--- src/rtl/ps2_mouse_packet_cursor_core_defines.svh ---
// ----------------------------------------------------------------------------
// ps2_mouse_packet_cursor_core_defines.svh
// Assertion macros shared by the PS/2 mouse packet cursor RTL.
// ----------------------------------------------------------------------------
`ifndef PS2_MOUSE_PACKET_CURSOR_CORE_DEFINES_SVH
`define PS2_MOUSE_PACKET_CURSOR_CORE_DEFINES_SVH

// Same-cycle implication, disabled while reset is asserted.
`define PS2MPC_ASSERT_IMP(label, clk, rst_n, ante, cons, msg) \
	label: assert property (@(posedge clk) disable iff (!rst_n) (ante) |-> (cons)) \
		else $error(msg);

// Next-cycle implication, disabled while reset is asserted.
`define PS2MPC_ASSERT_NXT(label, clk, rst_n, ante, cons, msg) \
	label: assert property (@(posedge clk) disable iff (!rst_n) (ante) |=> (cons)) \
		else $error(msg);

`endif

--- src/rtl/ps2mpc_pkg.sv ---
// ----------------------------------------------------------------------------
// ps2mpc_pkg
// Types and constants for the PS/2 mouse packet cursor block.
// ----------------------------------------------------------------------------
`default_nettype none

package ps2mpc_pkg;

	// Configuration port
	localparam int CFG_IDX_W  = 2;
	localparam int CFG_DATA_W = 12;
	localparam logic [CFG_IDX_W-1:0] REG_MAX_X = 2'd0;
	localparam logic [CFG_IDX_W-1:0] REG_MAX_Y = 2'd1;

	// Reset values
	localparam int MAX_X_RESET = 1023;
	localparam int MAX_Y_RESET = 767;
	localparam int POS_RESET   = 100;

	// Header byte layout
	localparam int HDR_XSIGN_BIT = 4;
	localparam int HDR_YSIGN_BIT = 5;
	localparam int BTN_W         = 3;

	// Movement delta: sign flag plus byte
	localparam int DELTA_W = 9;

	// Position of the next byte within a packet
	typedef enum logic [1:0] {
		IDX_HEADER = 2'd0,
		IDX_XMOVE  = 2'd1,
		IDX_YMOVE  = 2'd2
	} pkt_idx_t;

endpackage

`default_nettype wire

--- src/rtl/ps2mpc_cfg_regs.sv ---
// ----------------------------------------------------------------------------
// ps2mpc_cfg_regs
// Clamp limit registers written through the plain configuration port.
// ----------------------------------------------------------------------------
`default_nettype none

module ps2mpc_cfg_regs #(
	parameter int COORD_BITS = 12
) (
	input  wire logic                                 clk,
	input  wire logic                                 arst_n,
	input  wire logic                                 cfg_wr_en,
	input  wire logic [ps2mpc_pkg::CFG_IDX_W-1:0]     cfg_index,
	input  wire logic [ps2mpc_pkg::CFG_DATA_W-1:0]    cfg_data,
	output logic      [COORD_BITS-1:0]                max_x,
	output logic      [COORD_BITS-1:0]                max_y
);

	logic [COORD_BITS-1:0] max_x_q;
	logic [COORD_BITS-1:0] max_y_q;
	logic [COORD_BITS-1:0] wr_val;

	// Register value is the data fitted to the coordinate width
	assign wr_val = COORD_BITS'(cfg_data);

	// Register write decode; unknown indexes are dropped
	always_ff @(posedge clk or negedge arst_n) begin
		if (!arst_n) begin
			max_x_q <= COORD_BITS'(ps2mpc_pkg::MAX_X_RESET);
			max_y_q <= COORD_BITS'(ps2mpc_pkg::MAX_Y_RESET);
		end else if (cfg_wr_en) begin
			unique case (cfg_index)
				ps2mpc_pkg::REG_MAX_X: max_x_q <= wr_val;
				ps2mpc_pkg::REG_MAX_Y: max_y_q <= wr_val;
				default: ;
			endcase
		end
	end

	assign max_x = max_x_q;
	assign max_y = max_y_q;

endmodule

`default_nettype wire

--- src/rtl/ps2mpc_decode.sv ---
// ----------------------------------------------------------------------------
// ps2mpc_decode
// Input register, packet gathering and clamped cursor update.
// ----------------------------------------------------------------------------
`default_nettype none
`include "ps2_mouse_packet_cursor_core_defines.svh"

module ps2mpc_decode #(
	parameter int COORD_BITS = 12
) (
	input  wire logic                             clk,
	input  wire logic                             arst_n,
	input  wire logic                             rx_valid,
	output logic                                  rx_ready,
	input  wire logic [7:0]                       rx_byte,
	input  wire logic [COORD_BITS-1:0]            max_x,
	input  wire logic [COORD_BITS-1:0]            max_y,
	input  wire logic                             res_room,
	output logic                                  res_load,
	output logic      [COORD_BITS-1:0]            res_x,
	output logic      [COORD_BITS-1:0]            res_y,
	output logic      [ps2mpc_pkg::BTN_W-1:0]     res_btn
);

	localparam int SUM_W = COORD_BITS + 2;

	logic                     valid_s1;
	logic [7:0]               byte_s1;
	ps2mpc_pkg::pkt_idx_t     idx_q;
	ps2mpc_pkg::pkt_idx_t     idx_d;
	logic [7:0]               hdr_q;
	logic [7:0]               xmove_q;
	logic [COORD_BITS-1:0]    pos_x_q;
	logic [COORD_BITS-1:0]    pos_y_q;
	logic                     last_byte;
	logic                     adv;
	logic                     take_hdr;
	logic                     take_x;
	logic signed [ps2mpc_pkg::DELTA_W-1:0] dx;
	logic signed [ps2mpc_pkg::DELTA_W-1:0] dy;
	logic signed [SUM_W-1:0]  sum_x;
	logic signed [SUM_W-1:0]  sum_y;
	logic [COORD_BITS-1:0]    new_x;
	logic [COORD_BITS-1:0]    new_y;

	// Handshake: the input stage advances unless a finished packet has no room
	assign last_byte = (idx_q == ps2mpc_pkg::IDX_YMOVE);
	assign adv       = valid_s1 && (!last_byte || res_room);
	assign rx_ready  = !valid_s1 || adv;

	// Input register
	always_ff @(posedge clk or negedge arst_n) begin
		if (!arst_n) begin
			valid_s1 <= 1'b0;
		end else if (rx_ready) begin
			valid_s1 <= rx_valid;
		end
	end

	always_ff @(posedge clk) begin
		if (rx_valid && rx_ready) begin
			byte_s1 <= rx_byte;
		end
	end

	// Next byte position
	always_comb begin
		unique case (idx_q)
			ps2mpc_pkg::IDX_XMOVE: idx_d = ps2mpc_pkg::IDX_YMOVE;
			ps2mpc_pkg::IDX_YMOVE: idx_d = ps2mpc_pkg::IDX_HEADER;
			default:               idx_d = ps2mpc_pkg::IDX_XMOVE;
		endcase
	end

	// Which byte the current one is; an unused code counts as a header
	always_comb begin
		take_hdr = 1'b0;
		take_x   = 1'b0;
		unique case (idx_q)
			ps2mpc_pkg::IDX_XMOVE: take_x   = 1'b1;
			ps2mpc_pkg::IDX_YMOVE: ;
			default:               take_hdr = 1'b1;
		endcase
	end

	// 9-bit deltas, y subtracted since screen y points down
	assign dx    = {hdr_q[ps2mpc_pkg::HDR_XSIGN_BIT], xmove_q};
	assign dy    = {hdr_q[ps2mpc_pkg::HDR_YSIGN_BIT], byte_s1};
	assign sum_x = $signed({2'b00, pos_x_q}) + SUM_W'(dx);
	assign sum_y = $signed({2'b00, pos_y_q}) - SUM_W'(dy);

	// Saturate to [0, max]
	always_comb begin
		if (sum_x[SUM_W-1]) begin
			new_x = '0;
		end else if (sum_x[SUM_W-2:0] > {1'b0, max_x}) begin
			new_x = max_x;
		end else begin
			new_x = sum_x[COORD_BITS-1:0];
		end
		if (sum_y[SUM_W-1]) begin
			new_y = '0;
		end else if (sum_y[SUM_W-2:0] > {1'b0, max_y}) begin
			new_y = max_y;
		end else begin
			new_y = sum_y[COORD_BITS-1:0];
		end
	end

	// Packet state and cursor
	always_ff @(posedge clk or negedge arst_n) begin
		if (!arst_n) begin
			idx_q   <= ps2mpc_pkg::IDX_HEADER;
			hdr_q   <= '0;
			xmove_q <= '0;
			pos_x_q <= COORD_BITS'(ps2mpc_pkg::POS_RESET);
			pos_y_q <= COORD_BITS'(ps2mpc_pkg::POS_RESET);
		end else if (adv) begin
			idx_q <= idx_d;
			if (take_hdr) begin
				hdr_q <= byte_s1;
			end
			if (take_x) begin
				xmove_q <= byte_s1;
			end
			if (last_byte) begin
				pos_x_q <= new_x;
				pos_y_q <= new_y;
			end
		end
	end

	// Result toward the output register
	assign res_load = adv && last_byte;
	assign res_x    = new_x;
	assign res_y    = new_y;
	assign res_btn  = hdr_q[ps2mpc_pkg::BTN_W-1:0];

	`PS2MPC_ASSERT_NXT(a_hdr_then_x, clk, arst_n, adv && (idx_q == ps2mpc_pkg::IDX_HEADER),
		idx_q == ps2mpc_pkg::IDX_XMOVE, "header byte not followed by x position")
	`PS2MPC_ASSERT_NXT(a_pkt_wraps, clk, arst_n, adv && (idx_q == ps2mpc_pkg::IDX_YMOVE),
		idx_q == ps2mpc_pkg::IDX_HEADER, "packet end did not return to header")
	`PS2MPC_ASSERT_NXT(a_s1_holds, clk, arst_n, valid_s1 && !adv,
		valid_s1 && (idx_q == ps2mpc_pkg::IDX_YMOVE), "stalled byte lost")

endmodule

`default_nettype wire

--- src/rtl/ps2mpc_out_reg.sv ---
// ----------------------------------------------------------------------------
// ps2mpc_out_reg
// Result register holding one cursor report until it is taken.
// ----------------------------------------------------------------------------
`default_nettype none

module ps2mpc_out_reg #(
	parameter int COORD_BITS = 12
) (
	input  wire logic                             clk,
	input  wire logic                             arst_n,
	input  wire logic                             load,
	input  wire logic [COORD_BITS-1:0]            in_x,
	input  wire logic [COORD_BITS-1:0]            in_y,
	input  wire logic [ps2mpc_pkg::BTN_W-1:0]     in_btn,
	output logic                                  room,
	output logic                                  cursor_valid,
	input  wire logic                             cursor_ready,
	output logic      [COORD_BITS-1:0]            cursor_x,
	output logic      [COORD_BITS-1:0]            cursor_y,
	output logic      [ps2mpc_pkg::BTN_W-1:0]     button_bits
);

	logic                          valid_q;
	logic [COORD_BITS-1:0]         x_q;
	logic [COORD_BITS-1:0]         y_q;
	logic [ps2mpc_pkg::BTN_W-1:0]  btn_q;

	// Free now, or freed by the transaction at this edge
	assign room = !valid_q || cursor_ready;

	always_ff @(posedge clk or negedge arst_n) begin
		if (!arst_n) begin
			valid_q <= 1'b0;
		end else if (load) begin
			valid_q <= 1'b1;
		end else if (cursor_ready) begin
			valid_q <= 1'b0;
		end
	end

	always_ff @(posedge clk) begin
		if (load) begin
			x_q   <= in_x;
			y_q   <= in_y;
			btn_q <= in_btn;
		end
	end

	assign cursor_valid = valid_q;
	assign cursor_x     = x_q;
	assign cursor_y     = y_q;
	assign button_bits  = btn_q;

endmodule

`default_nettype wire

--- src/rtl/ps2_mouse_packet_cursor_core.sv ---
// ----------------------------------------------------------------------------
// ps2_mouse_packet_cursor_core
// PS/2 mouse three-byte packet decoder with a clamped cursor.
// ----------------------------------------------------------------------------
// Bytes enter on rx_* one per transaction and are grouped by position into
// header, x movement and y movement. Each third byte yields one report on
// cursor_*: x plus dx and y minus dy (9-bit deltas with signs from header
// bits 4 and 5), each clamped to [0, max], and header bits 2..0 as buttons.
// One byte is taken per cycle unless a third byte waits for the result
// register. A byte sits in an input register, then is applied to the cursor
// as its report loads into the result register, so new bytes keep flowing
// while a report waits. The user writes limits max_x (index 0) and max_y
// (index 1) through cfg_* only while the block is idle; the block does not enforce it.
`default_nettype none

module ps2_mouse_packet_cursor_core #(
	parameter int COORD_BITS = 12
) (
	input  wire logic                                 clk,
	input  wire logic                                 arst_n,
	input  wire logic                                 rx_valid,
	output logic                                      rx_ready,
	input  wire logic [7:0]                           rx_byte,
	output logic                                      cursor_valid,
	input  wire logic                                 cursor_ready,
	output logic      [COORD_BITS-1:0]                cursor_x,
	output logic      [COORD_BITS-1:0]                cursor_y,
	output logic      [ps2mpc_pkg::BTN_W-1:0]         button_bits,
	input  wire logic                                 cfg_wr_en,
	input  wire logic [ps2mpc_pkg::CFG_IDX_W-1:0]     cfg_index,
	input  wire logic [ps2mpc_pkg::CFG_DATA_W-1:0]    cfg_data
);

	logic [COORD_BITS-1:0]         max_x;
	logic [COORD_BITS-1:0]         max_y;
	logic                          res_room;
	logic                          res_load;
	logic [COORD_BITS-1:0]         res_x;
	logic [COORD_BITS-1:0]         res_y;
	logic [ps2mpc_pkg::BTN_W-1:0]  res_btn;

	// Clamp limits
	ps2mpc_cfg_regs #(
		.COORD_BITS (COORD_BITS)
	) u_cfg (
		.clk       (clk),
		.arst_n    (arst_n),
		.cfg_wr_en (cfg_wr_en),
		.cfg_index (cfg_index),
		.cfg_data  (cfg_data),
		.max_x     (max_x),
		.max_y     (max_y)
	);

	// Packet gathering and cursor update
	ps2mpc_decode #(
		.COORD_BITS (COORD_BITS)
	) u_decode (
		.clk      (clk),
		.arst_n   (arst_n),
		.rx_valid (rx_valid),
		.rx_ready (rx_ready),
		.rx_byte  (rx_byte),
		.max_x    (max_x),
		.max_y    (max_y),
		.res_room (res_room),
		.res_load (res_load),
		.res_x    (res_x),
		.res_y    (res_y),
		.res_btn  (res_btn)
	);

	// Report register
	ps2mpc_out_reg #(
		.COORD_BITS (COORD_BITS)
	) u_out (
		.clk          (clk),
		.arst_n       (arst_n),
		.load         (res_load),
		.in_x         (res_x),
		.in_y         (res_y),
		.in_btn       (res_btn),
		.room         (res_room),
		.cursor_valid (cursor_valid),
		.cursor_ready (cursor_ready),
		.cursor_x     (cursor_x),
		.cursor_y     (cursor_y),
		.button_bits  (button_bits)
	);

endmodule

`default_nettype wire

--- config.mk ---
export PLATFORM = sky130hd
export DESIGN_NAME = ps2_mouse_packet_cursor_core
export DESIGN_NICKNAME = d
export VERILOG_FILES = /design/src/rtl/ps2mpc_pkg.sv /design/src/rtl/ps2mpc_cfg_regs.sv /design/src/rtl/ps2mpc_decode.sv /design/src/rtl/ps2mpc_out_reg.sv /design/src/rtl/ps2_mouse_packet_cursor_core.sv
export VERILOG_INCLUDE_DIRS = /design/src /design/src/rtl
export SDC_FILE = /design/constraint.sdc
export NUM_CORES = 1
export LEC_CHECK = 0
export ABC_CLOCK_PERIOD_IN_PS = 4350
export BUFFER_PORTS_ARGS = -buffer_cell sky130_fd_sc_hd__buf_2
export CAP_MARGIN = 10
export CORE_UTILIZATION = 50
export DETAILED_ROUTE_END_ITERATION = 7
export GPL_TIMING_DRIVEN = 0
export MAX_ROUTING_LAYER = met4
export PLACE_DENSITY = 0.81
export SLEW_MARGIN = 20
export SYNTH_ARGS = -nofsm -noshare
export SYNTH_HDL_FRONTEND = slang
export SYNTH_SLANG_ARGS = --single-unit
--- constraint.sdc ---
create_clock -name clk -period 4.35 [get_ports clk]
set_clock_uncertainty 0.05 [all_clocks]
set_input_delay 0.87 -clock clk [delete_from_list [all_inputs] [get_ports clk]]
set_output_delay 0.87 -clock clk [all_outputs]
set_load 0.01 [all_outputs]
Word-level counts from Yosys, hierarchy flattened
Index checks and enable logic that the tools add are counted.
Storage, ports and cells
  register bits: 101
  bits of input ports: 27
  output and inout port bits: 29
  logic and storage cells: 46
Cells by class
  add/sub/neg operators: 2
  $lt $le $gt $ge: 2
  eq/ne operators: 3
  multiplexer cells: 8
  bitwise operators: 1
  reductions and logical operators: 17
Operators with widths (count)
  12-bit two-way mux: 4
  13-bit by 12-bit > comparator with 1-bit output: 2
  13-bit by 9-bit adder with 14-bit output: 1
  13-bit by 9-bit subtractor with 14-bit output: 1
  2-bit AND reduction: 5
  2-bit by 1-bit equality test with 1-bit output, second input constant: 2
  2-bit case mux with 2 select lines: 1
  1-bit logical AND: 3
  1-bit logical NOT: 3
  1-bit logical OR: 3
  1-bit two-way mux: 3
  2-bit equality test, second input constant: 1
  2-bit logical NOT: 1
  2-bit nonzero test: 1
  2-bit OR reduction: 1
  1-bit inverter: 1

Depth between registers and ports, before layout
  depth in word-level cells: 6
  gate-level depth with buffers: 19
  gate-level depth less buffers: 17

Hierarchy
From an unflattened synthesis, not the netlist that was laid out.
Second synthesis, totals
  cell total of the unflattened synthesis: 535
  area total of the unflattened synthesis: 5830.6 sq um
By module, submodules not included
  ps2mpc_decode: instances 1, cells each 453, area an instance 4013.8 sq um, seq. area each 1248.7 sq um
  ps2mpc_cfg_regs: instances 1, cells each 52, area an instance 958.4 sq um, seq. area each 624.3 sq um
  ps2mpc_out_reg: instances 1, cells each 30, area an instance 858.3 sq um, seq. area each 835.8 sq um

Worst setup path after synthesis
OpenSTA, ideal clock, no wires.
  path type: flip-flop to flip-flop
  start: register u_decode.byte_s1[0]
  end: register u_out.y_q[11], in the netlist u_out.cursor_y[11], data pin
  setup time: 0.264 ns
  arrival: 3.523 ns
  data required time: 4.036 ns
  path slack: 0.513 ns
  cell stages (with the launch flop): 18
  buffers on the path: 2
  clock period less this slack: 3.837 ns
  cell sequence: edfxtp_1 > ha_1 > fa_1 > nor2b_4 > o31a_1 > o221ai_2 > and2_1 > a311o_1 > ha_1 > a21o_1 > a21oi_1 > nand2_1 > o31ai_1 > and3_1 > buf_6 > buf_12 > mux2i_4 > nor2_1
Between the ends
  cells in the longest elaborated chain, start to end: 4
Ends and longest elaborated chain
  start, declared: line ps2mpc_decode.sv:28  | logic [7:0] byte_s1;
  start signal, assigned: line ps2mpc_decode.sv:62  | byte_s1 <= rx_byte;
  13-bit by 9-bit subtractor with 14-bit output (*): line ps2mpc_decode.sv:90  | assign sum_y = $signed({2'b00, pos_y_q}) - SUM_W'(dy);
  13-bit by 12-bit > comparator with 1-bit output: line ps2mpc_decode.sv:103  | end else if (sum_y[SUM_W-2:0] > {1'b0, max_y}) begin
  12-bit two-way mux: line ps2mpc_decode.sv:103
  12-bit two-way mux (*): line ps2mpc_decode.sv:101  | if (sum_y[SUM_W-1]) begin
  net res_y[11]: line ps2_mouse_packet_cursor_core.sv:39  | logic [COORD_BITS-1:0] res_y;
  end signal, assigned: line ps2mpc_out_reg.sv:45  | y_q <= in_y;
  end, declared: line ps2mpc_out_reg.sv:26  | logic [COORD_BITS-1:0] y_q;
Mark *: on every way through the listed nets, which the timed path passes. The rest lies on a longest branch.
A chain may end at the register's enable or synchronous reset.

Worst setup path in the final report
  start: register u_decode.byte_s1[0]
  end: register u_out.y_q[4], in the netlist u_out.cursor_y[4], data pin
Same word-level chain as after synthesis.

==> impl_metrics.yaml <==
critical_path:
  cp_top_family: "compound AO/OA/AOI/OAI gates"
  cp.arrival_ps: 4210
  cp.required_ps: 4420
  slowest_stage: "edfxtp_1"
  crit_path_start_kind: "flop"
  cp.buffers_inverters: 2
  slowest_delay_ps: 410
  worstPathMaxFanout: 5
  worstPathCellList: "ha_1, fa_2, nor2b_4, o31a_1, o221ai_2, and2_4, a311o_1, ha_1, a21o_1, a21oi_2, nand2_1, o31ai_2, and3_1, buf_6, clkbuf_16, mux2i_4, nor2_1"
  endpoint_kind: "flop"
  worstSetupPathType: "reg -> reg"
  cpMostUsedCell: "ha_1"
floorplan:
  pin_count: 56
  die_w_um: 108
  die_area_um2: 11600
  rows: 38
  start_util_pct: 51.5
  fp.dieH_um: 108
  design.core.area_um2: 10900
power:
  internal_power_w: 0.00340
  p_leak_nw: 2.87
  p_clk_share_pct: 9.3
  switching_share_pct: 43.1
  p_switching_w: 0.00258
  power_density_nw_per_um2: 928
  ir_worst_vdd_v: 0.000445
  comb_power_share_pct: 64.6
  power_frac_seq_pct: 26.1
global_route:
  grt_pass1_vias: 4152
  grt_pass1_wl_um: 19900
  grt-ovfl-total: 0
  grt_usage_pct: 23.4
  antenna_found_initial: 0
  grt_start_max_net_pins: 46
timing:
  period_needed_ps: 4140
  tightest_slew_ps: 741
  drv_slew: 0
  timing.final.crit_share_pct: 95.2
  worst_hold_slack_ps: 308
  finalSetupTns_ps: 0
  setup_violations: 0
  timing.slew.headroom_pct: 50.5
  final_hold_viol_count: 0
  max_freq_mhz: 241
cts:
  htree_levels: 3
  clockBufferDepth: 2
  cts_sinks: 100
  clockRootBuffer: "clkbuf_8"
  cts_tree: "yes"
  cts_made_buffers: 9
  clkLatencyLatePin_ps: 380
  cts.reportedPaths.clkPinSlew_ps: 90
cells_and_area:
  utilization_pct: 59.1
  antenna_cells: 0
  layout_commonest_cell: "buf_2"
  final_cell_mix: "57 x buf_2, 53 x nand2_1, 52 x ha_1"
  area_growth_pct: 14.9
  fin_nets: 686
  drive_gt1_share_pct: 23.6
synthesis:
  synth_cell_types: 52
  syn_inst: 534
  async_reset_ff_share_pct: 65.0
  ys_ff_latch: 100
  synth_edf_count: 35
  syn_nets: 615
  avgSynthCellArea_um2: 10.5
  synth_area_um2: 5600
  synth-seq-area-share_pct: 48.3
  yosys_most_used_dff: "dfrtp_1"
  yosys_warnings: 0
detailed_routing:
  ant_nets: 0
  drtPass1Iterations: 4
  route.final.wire_length_um: 12300
  drc: 0
  routedWlPerCell_um: 16.3
  via_per_inst: 5.58
  drt_iter0_markers: 194
  num_vias: 4186
outcome:
  status: "finished clean"
placed_design:
  port_buffers: 55
  hpwl_um: 9210
  place.gp.congestion: 0.929
run:
  drv_cap: 0
min_path:
  min_path_type: "in -> async"
## per-layer routing
layer  vias up  GRT usage [%]  part of all wire [%]
met5         -              -                     0
met1      2053           27.9                    42
li1       2011              -                     -
met4         0           7.93                   1.7
met3        18           4.06                   3.8
met2       104           40.1                    52
## kinds of logic after synthesis
kind of cell | count (synthesis) | share of synthesized area, %
AND/OR/NAND/NOR | 133 | 10.7
AO/OA/AOI/OAI | 125 | 13.2
flip-flops | 100 | 48.3
buffers and inverters | 65 | 5.05
adder cells (fa/ha/maj) | 54 | 12.3
multiplexers | 38 | 7.35
XOR/XNOR | 19 | 2.97
## registers in the layout (all words and copies together), names as in the netlist
signal and flops:
u_cfg.max_x 12, u_cfg.max_y 12, u_decode.pos_x_q 12, u_decode.pos_y_q 12, u_out.cursor_x 12, u_out.cursor_y 12
u_decode.byte_s1 8, u_decode.xmove_q 8, u_decode.hdr_q 5, u_out.button_bits 3, u_decode.idx_q 2, u_decode.valid_s1 1
u_out.cursor_valid 1
## per-stage QoR
stage          setup WS (ps)  instances  total power (W)  area, µm²
4_1_cts                 2.22        746          0.00546       6250
3_5_place_dp            32.1        730          0.00488       6080
5_1_grt                -31.2        750          0.00647       6440
2_1_floorplan            513        534          0.00411       5600
6_report                 209        750          0.00597       6440
3_3_place_gp            59.0        729          0.00474       6050
## Yosys cell counts (7+ instances only)
| library cell | instances | area (µm²) |
|---|---|---|
| nand2_1 | 53 | 199 |
| ha_1 | 52 | 651 |
| o21ai_0 | 49 | 245 |
| inv_1 | 48 | 180 |
| nor2_1 | 43 | 161 |
| dfrtp_1 | 40 | 1000 |
| edfxtp_1 | 35 | 1050 |
| dfstp_2 | 25 | 657 |
| mux2i_1 | 22 | 220 |
| a21oi_1 | 21 | 105 |
| mux2_2 | 15 | 169 |
| xnor2_1 | 15 | 131 |
| o21ai_1 | 12 | 60.1 |
| a21o_1 | 9 | 67.6 |
| clkbuf_1 | 8 | 30.0 |
| nand3_1 | 8 | 40.0 |
| o21a_1 | 7 | 52.6 |
## area by class of cell
cell class / count / area (µm²)
plain buffers: 16 / 98.8
clock buffers: 14 / 163
clock inverters: 2 / 10.0
fillers: 889 / 4450
inverters: 49 / 185
multi-input cells: 369 / 2750
flip-flops and latches: 100 / 2710
well taps: 140 / 175
repair buffers: 60 / 345
## worst paths after layout
kind / start / slack (ps) / endpoint / depth (start not counted)
setup / recovery: u_decode.byte_s1[0] / 210 / u_out.cursor_y[4] / 17
hold reg to reg: u_decode.hdr_q[0] / 410 / u_out.button_bits[0] / 0
setup reg to reg: u_decode.byte_s1[0] / 210 / u_out.cursor_y[4] / 17
hold / removal: arst_n / 310 / u_decode.pos_x_q[11] / 1
min in group clk: u_decode.hdr_q[0] / 410 / u_out.button_bits[0] / 0
max in group asynchronous: arst_n / 3350 / u_cfg.max_y[9] / 2
## timing repair
action	4_1_cts	5_1_grt
setup buffers	0	3
cloned	0	1
setup endpoints to repair	1	41
hold buffers	0	0
gates resized for setup	1	25
pin swaps	0	4
## power by group through the flow
stage	clock network, W	registers [W]	logic (W)
after floorplan	0	0.00154	0.00256
after global placement	0	0.00156	0.00318
after detailed placement	0	0.00156	0.00331
after CTS	0.000564	0.00155	0.00334
after global routing	0.000602	0.00159	0.00428
final	0.000555	0.00156	0.00386
No activity file was read; power rests on OpenSTA's default activity.
